`config.mk`:
```
export PLATFORM = sky130hd
export DESIGN_NAME = vasr_ctrl
export DESIGN_NICKNAME = d
export VERILOG_FILES = /design/src/vasr_pkg.sv /design/src/vasr_ctrl.sv
export SDC_FILE = /design/constraint.sdc
export NUM_CORES = 1
export LEC_CHECK = 0
export BUFFER_PORTS_ARGS = -buffer_cell sky130_fd_sc_hd__buf_2
export CAP_MARGIN = 20
export CORE_ASPECT_RATIO = 2
export CORE_MARGIN = 2
export CORE_UTILIZATION = 40
export CTS_CLUSTER_SIZE = 8
export DETAILED_ROUTE_END_ITERATION = 16
export PLACE_DENSITY = 0.63
export SYNTH_ARGS = -nofsm -noshare
export SYNTH_HDL_FRONTEND = slang
export SYNTH_SLANG_ARGS = --single-unit
```
`constraint.sdc`:
```
create_clock -name clk -period 1.7 [get_ports clk]
set_input_delay 0.085 -clock clk [delete_from_list [all_inputs] [get_ports clk]]
set_output_delay 0.085 -clock clk [all_outputs]
set_load 0.02 [all_outputs]
```
`src/vasr_pkg.sv`:
```
// Shared constants and types for the voxel box sweep resolver.
`default_nettype none
package vasr_pkg;
  localparam int GRID_BITS_DEF = 5;
  localparam int FRAC_BITS_DEF = 12;
  localparam int HW_W = 14;
  localparam int BH_W = 15;
  localparam int MOVE_W = 16;
  localparam int VOX_W = 5;
  localparam int POS_W = 17;
  localparam int W = 24;  // signed working width for positions and bounds
  localparam logic [0:0] CFG_HALF_WIDTH = 1'b0;
  localparam logic [0:0] CFG_BOX_HEIGHT = 1'b1;
  localparam logic CMD_WRITE = 1'b0;
  localparam logic CMD_MOVE = 1'b1;

  typedef enum logic [1:0] {AX_X = 2'd0, AX_Y = 2'd1, AX_Z = 2'd2} axis_t;

  typedef struct packed {
    logic  clr_we;     // clearing pass write
    logic  load;       // capture a move transaction
    logic  wr_vox;     // write the input voxel
    logic  setup;      // compute the scan frame for axis
    logic  scan_init;  // place the scan cursor at the frame corner
    logic  scan_step;  // issue one map read and advance
    logic  eval;       // consider the voxel read last cycle
    logic  finish;     // clamp the axis
    axis_t axis;
  } ctl_t;

  typedef struct packed {
    logic skip;       // zero displacement or empty frame
    logic scan_last;  // cursor at final voxel
  } sts_t;
endpackage
`default_nettype wire

```
`src/vasr_ctrl.sv`:
```
// Controller: clearing pass, transaction handshake and axis sweep sequencing.
`default_nettype none
module vasr_ctrl #(
  parameter int GRID_BITS = vasr_pkg::GRID_BITS_DEF
) (
  input  wire logic                   clk,
  input  wire logic                   rst_n,
  input  wire logic                   in_valid,
  output logic                        in_ready,
  input  wire logic                   in_command,
  output logic                        out_valid,
  input  wire logic                   out_ready,
  output vasr_pkg::ctl_t              ctl,
  input  wire vasr_pkg::sts_t         sts,
  output logic [3*GRID_BITS-1:0]      clr_addr
);
  typedef enum logic [2:0] {S_CLEAR, S_IDLE, S_SETUP, S_INIT, S_SCAN, S_DRAIN, S_FIN, S_OUT}
    state_t;
  state_t state_r, state_nxt;
  vasr_pkg::axis_t axis_r, axis_nxt;
  logic [3*GRID_BITS-1:0] clr_r, clr_nxt;
  logic out_valid_r, out_valid_nxt;
  logic acc;

  assign in_ready = (state_r == S_IDLE);
  assign out_valid = out_valid_r;
  assign clr_addr = clr_r;
  assign acc = in_valid && in_ready;

  always_comb begin
    state_nxt = state_r;
    axis_nxt = axis_r;
    clr_nxt = clr_r;
    out_valid_nxt = out_valid_r;
    ctl = '0;
    ctl.axis = axis_r;
    case (state_r)
      S_CLEAR: begin
        ctl.clr_we = 1'b1;
        clr_nxt = clr_r + 1'b1;
        if (&clr_r) state_nxt = S_IDLE;
      end
      S_IDLE: begin
        if (acc) begin
          if (in_command == vasr_pkg::CMD_WRITE) ctl.wr_vox = 1'b1;
          else begin
            ctl.load = 1'b1;
            axis_nxt = vasr_pkg::AX_Y;
            state_nxt = S_SETUP;
          end
        end
      end
      S_SETUP: begin
        ctl.setup = 1'b1;
        state_nxt = sts.skip ? S_FIN : S_INIT;
      end
      S_INIT: begin
        ctl.scan_init = 1'b1;
        state_nxt = S_SCAN;
      end
      S_SCAN: begin
        ctl.scan_step = 1'b1;
        if (sts.scan_last) state_nxt = S_DRAIN;
      end
      S_DRAIN: state_nxt = S_FIN;  // last read lands
      S_FIN: begin
        ctl.finish = 1'b1;
        case (axis_r)
          vasr_pkg::AX_Y: begin axis_nxt = vasr_pkg::AX_X; state_nxt = S_SETUP; end
          vasr_pkg::AX_X: begin axis_nxt = vasr_pkg::AX_Z; state_nxt = S_SETUP; end
          default: begin out_valid_nxt = 1'b1; state_nxt = S_OUT; end
        endcase
      end
      S_OUT: begin
        if (out_ready) begin
          out_valid_nxt = 1'b0;
          state_nxt = S_IDLE;
        end
      end
      default: state_nxt = S_IDLE;
    endcase
  end

  always_ff @(posedge clk) begin
    if (!rst_n) begin
      state_r <= S_CLEAR;
      axis_r <= vasr_pkg::AX_Y;
      clr_r <= '0;
      out_valid_r <= 1'b0;
    end else begin
      state_r <= state_nxt;
      axis_r <= axis_nxt;
      clr_r <= clr_nxt;
      out_valid_r <= out_valid_nxt;
    end
  end
endmodule
`default_nettype wire

```
# Word level (Yosys, flattened, before mapping)

Index checks and enable logic that the tools add are counted.

Memories: 0
Word-level logic and storage cells: 54
Bits in registers: 21
ROM bits: 0
Latch bits: 0
Output and inout port bits: 27
Memory bits (writable): 0
Input port bits: 7

$add $sub $neg: 1
Shift-type cells: 0
Eq/ne operators: 15
$lt $le $gt $ge: 0
Div/mod/pow operators: 0
Bitwise logic cells: 0
Reductions and logical operators: 10
Muxes and demuxes: 24
Multiply operators: 0

Operator list:

| operator                                                                 | count |
|---|---|
| 3-bit one-hot mux with 8 select lines                                    | 1 |
| 3-bit 2-to-1 mux                                                         | 7 |
| 15-bit by 1-bit adder with 15-bit output (second input constant)         | 1 |
| 15-bit AND reduction                                                     | 1 |
| 3-bit equality test (second input constant)                              | 4 |
| 1-bit 2-to-1 mux                                                         | 9 |
| 2-bit 2-to-1 mux                                                         | 4 |
| 2-bit inequality test (second input constant)                            | 4 |
| 2-bit one-hot mux with 2 select lines                                    | 2 |
| 3-bit by 2-bit equality test with 1-bit output (second input constant)   | 2 |
| 5-bit AND reduction                                                      | 1 |
| 2-bit by 1-bit inequality test with 1-bit output (second input constant) | 2 |
| 4-bit AND reduction                                                      | 1 |
| 2-bit nonzero test                                                       | 2 |
| 3-bit by 1-bit equality test with 1-bit output (second input constant)   | 1 |
| 3-bit logical NOT                                                        | 1 |
| 3-bit inequality test (second input constant)                            | 1 |
| 3-bit AND reduction                                                      | 1 |
| 2-bit by 1-bit equality test with 1-bit output (second input constant)   | 1 |
| 2-bit logical NOT                                                        | 1 |
| 1-bit one-hot mux with 2 select lines                                    | 1 |
| 2-bit OR reduction                                                       | 1 |
| 1-bit logical AND                                                        | 1 |

# Depth between registers and ports, before layout

Depth after elaboration: 4
Gate-level depth with buffers: 5
Depth with buffers taken out: 5

# Worst setup path before layout

Ideal clock, no wire load.

Kind: flip-flop to flip-flop
Start point: register clr_r[0], in the netlist clr_addr[0]
End point: register clr_r[12], in the netlist clr_addr[12]
Buffers on the path: 0
Setup slack: -0.007 ns
Arrival: 1.631 ns
Stages on the path, launching flop included: 6
Library setup time: 0.076 ns
Period minus slack after synthesis: 1.707 ns
Required time: 1.624 ns
Path through: dfxtp_1 > ha_1 > and3_1 > nand2_1 > or4_1 > a21boi_0

Longest elaborated chain between the ends: 1

RTL lines:

| item                                     | line            | source |
|---|---|---|
| from (decl)                              | vasr_ctrl.sv:21 | `logic [3*GRID_BITS-1:0] clr_r, clr_nxt;` |
| from (signal assigned)                   | vasr_ctrl.sv:93 | `clr_r <= clr_nxt;` |
| 15-bit by 1-bit adder with 15-bit output | vasr_ctrl.sv:40 | `clr_nxt = clr_r + 1'b1;` |

Every way passes these cells.
A chain may end at the register's enable or synchronous reset.

# Final worst setup path

Start point: register clr_r[6], in the netlist clr_addr[6]
End point: register clr_r[12], in the netlist clr_addr[12]

Same word-level chain as after synthesis.

==> results.tsv <==
stage	metric	value	unit
critical_path	critical path's top delay family	simple AND/OR/NAND/NOR gates	
global_route	first-pass GRT wire length	4.08	mm
timing	fmax	628	MHz
yosys	post-synthesis async set-or-reset flop share	0	
yosys	number of flops mapped to enable cells by yosys	0	
route	DRC errors left	0	
global_route	largest net degree at the start of global routing	14	
cells_and_area	diodes inserted	0	
yosys	Syn. warnings	0	
yosys	Syn Nets	135	
yosys	post-synthesis sequential area ratio	0.398	
yosys	syn_area_per_cell	8.32	um^2
yosys	share of Yosys cell area claimed by the top area cell type	0.398	
route	initial detailed-routing violation count	21	
route	Routed WL	2.49	mm
critical_path	CP max FO	11	
clock_network	Num CTS Buffers	3	
place	dpl hpwl	1.96	mm
yosys	post-synthesis compound-gate area fraction	0.166	
route	DR pass1 iterations	4	
timing	post-route setup TNS	0	ns
outcome	run status	finished, final reports clean	
global_route	vias in the first global route	994	
route	via count	1046	
clock_network	CTS tree	yes	
clock_network	clock latency on the worst-skew pair	0.26	ns
yosys	Mapped Cells	127	
clock_network	hold buffer count at CTS	0	
critical_path	slowest stage delay, CP	0.54	ns
timing	worst setup margin	0.108	ns
timing	final hold slack	0.124	ns
die	I/O pins	34	
clock_network	CTS H-tree depth	1	
clock_network	clock buffer depth	2	
yosys	Synth Area in Adders	0.0118	
route	Final ANT Viol Nets	0	
yosys	Yosys cell types	40	
worst_hold_path	Hold WC Path Type	in -> reg	
die	initial core utilization	0.416	
timing	Tcrit/Tclk final	0.936	
place	Buffers on Ports	32	
global_route	Remaining Overflow, GRT	0	
timing	final setup fails	0	
critical_path	WP buf/inv	0	
yosys	count leader, synth	dfxtp_1	
yosys	top_reg_cell synth	dfxtp_1	
critical_path	Setup Crit Path Kind	reg -> reg	
yosys	cell taking the most area after synthesis	dfxtp_1	
job	max cap viols	0	
timing	RSZ-0062 raised after global routing	false	
route	WL/cell	13.0	um
die	Core Area	0.00254	mm^2
cells_and_area	Layout Utilization	0.522	
place	placer congestion estimate	0.714	
yosys	mux cell area share after synthesis	0.00948	
place	setup slack at placement	0.0670	ns
critical_path	slowest CP cell	or4_1	
timing	Tmin final	1.59	ns
timing	final hold vios	0	
global_route	GRT Util Overall	0.183	
critical_path	Setup crit end kind	flop	
die	DIE HEIGHT	76.7	um
global_route	antenna violations before repair	0	
yosys	XOR/XNOR Fraction of Synth Area	0.0746	
clock_network	Reg clk slew, reported paths	0.07	ns
cells_and_area	P&R area growth vs syn	25.5	%
cells_and_area	share of layout cells above drive strength 1	0.331	
critical_path	worst path cell trace	and4_4, nand3_2, or4_1, a21boi_0	
yosys	top cells by area, synth	dfxtp_1 40%, nor2_1 6.0%, xor2_1 5.8%	
yosys	Netlist Area Pre-Place	0.00106	mm^2
critical_path	Startpoint Class	flop	
pwr	peak supply drop	0.353	mV
yosys	#FFs+latches synth	21	
yosys	synth cell count leaders	21 x dfxtp_1, 17 x nor2_1, 9 x nand2_1	
clock_network	CTS sink cnt	21	
pwr	Leakage	0.000607	uW
die	Die X	40.3	um
clock_network	clk root buf	clkbuf_8	
route	vias per cell	5.48	
yosys	Post-Synth Simple-Gate Area	0.276	
die	# rows	26	
yosys	largest family of logic cells by synthesized area	simple AND/OR/NAND/NOR gates	
critical_path	Worst EP arrival	1.78	ns
critical_path	Critical Path RT	1.89	ns
cells_and_area	final net count	172	
pwr	Cell Pwr Density	679	mW/mm^2
die	DIE AREA	0.00309	mm^2
timing	Final Max Tran Viols	0	
timing	skew final	0.000971	ns
## report_power, final
part	internal (uW)	switching (uW)	leakage, uW	total (uW)
Clock	167	158	0.0000228	325
Combinational	25.3	37.8	0.000414	63.1
Sequential	502	9.94	0.000170	512
## state kept, by name (all words and copies together) (netlist names)
| signal | flops |
|---|---|
| clr_addr | 15 |
| axis_r | 2 |
| state_r | 3 |
| out_valid | 1 |
## repair_timing
action                     4_1_cts  5_1_grt
resized for setup                0        3
buffers inserted                 0        0
hold endpoints to repair         0        0
setup endpoints to repair        0        4
## placed cells by master (no fill, tap or decap), types with 3 or more instances in the layout
cell type,count
xor2_1,7
nand2_1,8
nor2_1,17
dfxtp_1,19
buf_4,8
clkbuf_8,3
nand4_1,4
o21ai_0,3
o31ai_1,5
nand3_1,6
inv_1,6
a21oi_1,5
nor3_1,3
buf_2,32
or4_1,4
## final cells by class
type,count,area [um^2]
inverters,6,22.5
well taps,28,35.0
flip-flops and latches,21,423
fillers,266,1210
clock buffers,4,45.0
repair buffers,40,220
multi-input cells,92,579
## through the flow
| stage | power [uW] | area [um^2] | std cells |
|---|---|---|---|
| 3_5_place_dp | 587 | 1270 | 187 |
| 6_report | 900 | 1330 | 191 |
| 2_1_floorplan | 563 | 1060 | 127 |
| 3_3_place_gp | 585 | 1270 | 187 |
| 4_1_cts | 913 | 1320 | 191 |
| 5_1_grt | 942 | 1330 | 191 |
## final timing paths
path / from / endpoint / slack [ns] / depth (start not counted)
worst max-delay path: clr_addr[6]$_SDFFE_PN0N_ / clr_addr[12]$_SDFFE_PN0N_ / 0.11 / 4
worst min-delay path: rst_n / axis_r[0]$_SDFFE_PN1P_ / 0.12 / 2
worst max register to register: clr_addr[6]$_SDFFE_PN0N_ / clr_addr[12]$_SDFFE_PN0N_ / 0.11 / 4
worst min register to register: clr_addr[13]$_SDFFE_PN0N_ / clr_addr[13]$_SDFFE_PN0N_ / 0.49 / 2
## cell families (layout without fill, tap and decap cells)
family          count (synthesis)  in the layout
xor+xnor                        9              9
simple gates                   55             55
fa+ha+maj                       1              1
flops                          21             21
buf+inv                        14             50
mux                             1              1
compound gates                 25             25
other cells                     1              1
## layer usage
metal | up-vias | global-route usage | share of wire
met3 | 5 | 0.0260 | 0.035
li1 | 522 | - | -
met1 | 493 | 0.164 | 0.37
met5 | - | 0 | 0
met4 | 0 | 0.0800 | 0.018
met2 | 26 | 0.348 | 0.58
Note: power is estimated with default switching activity, not from simulation.
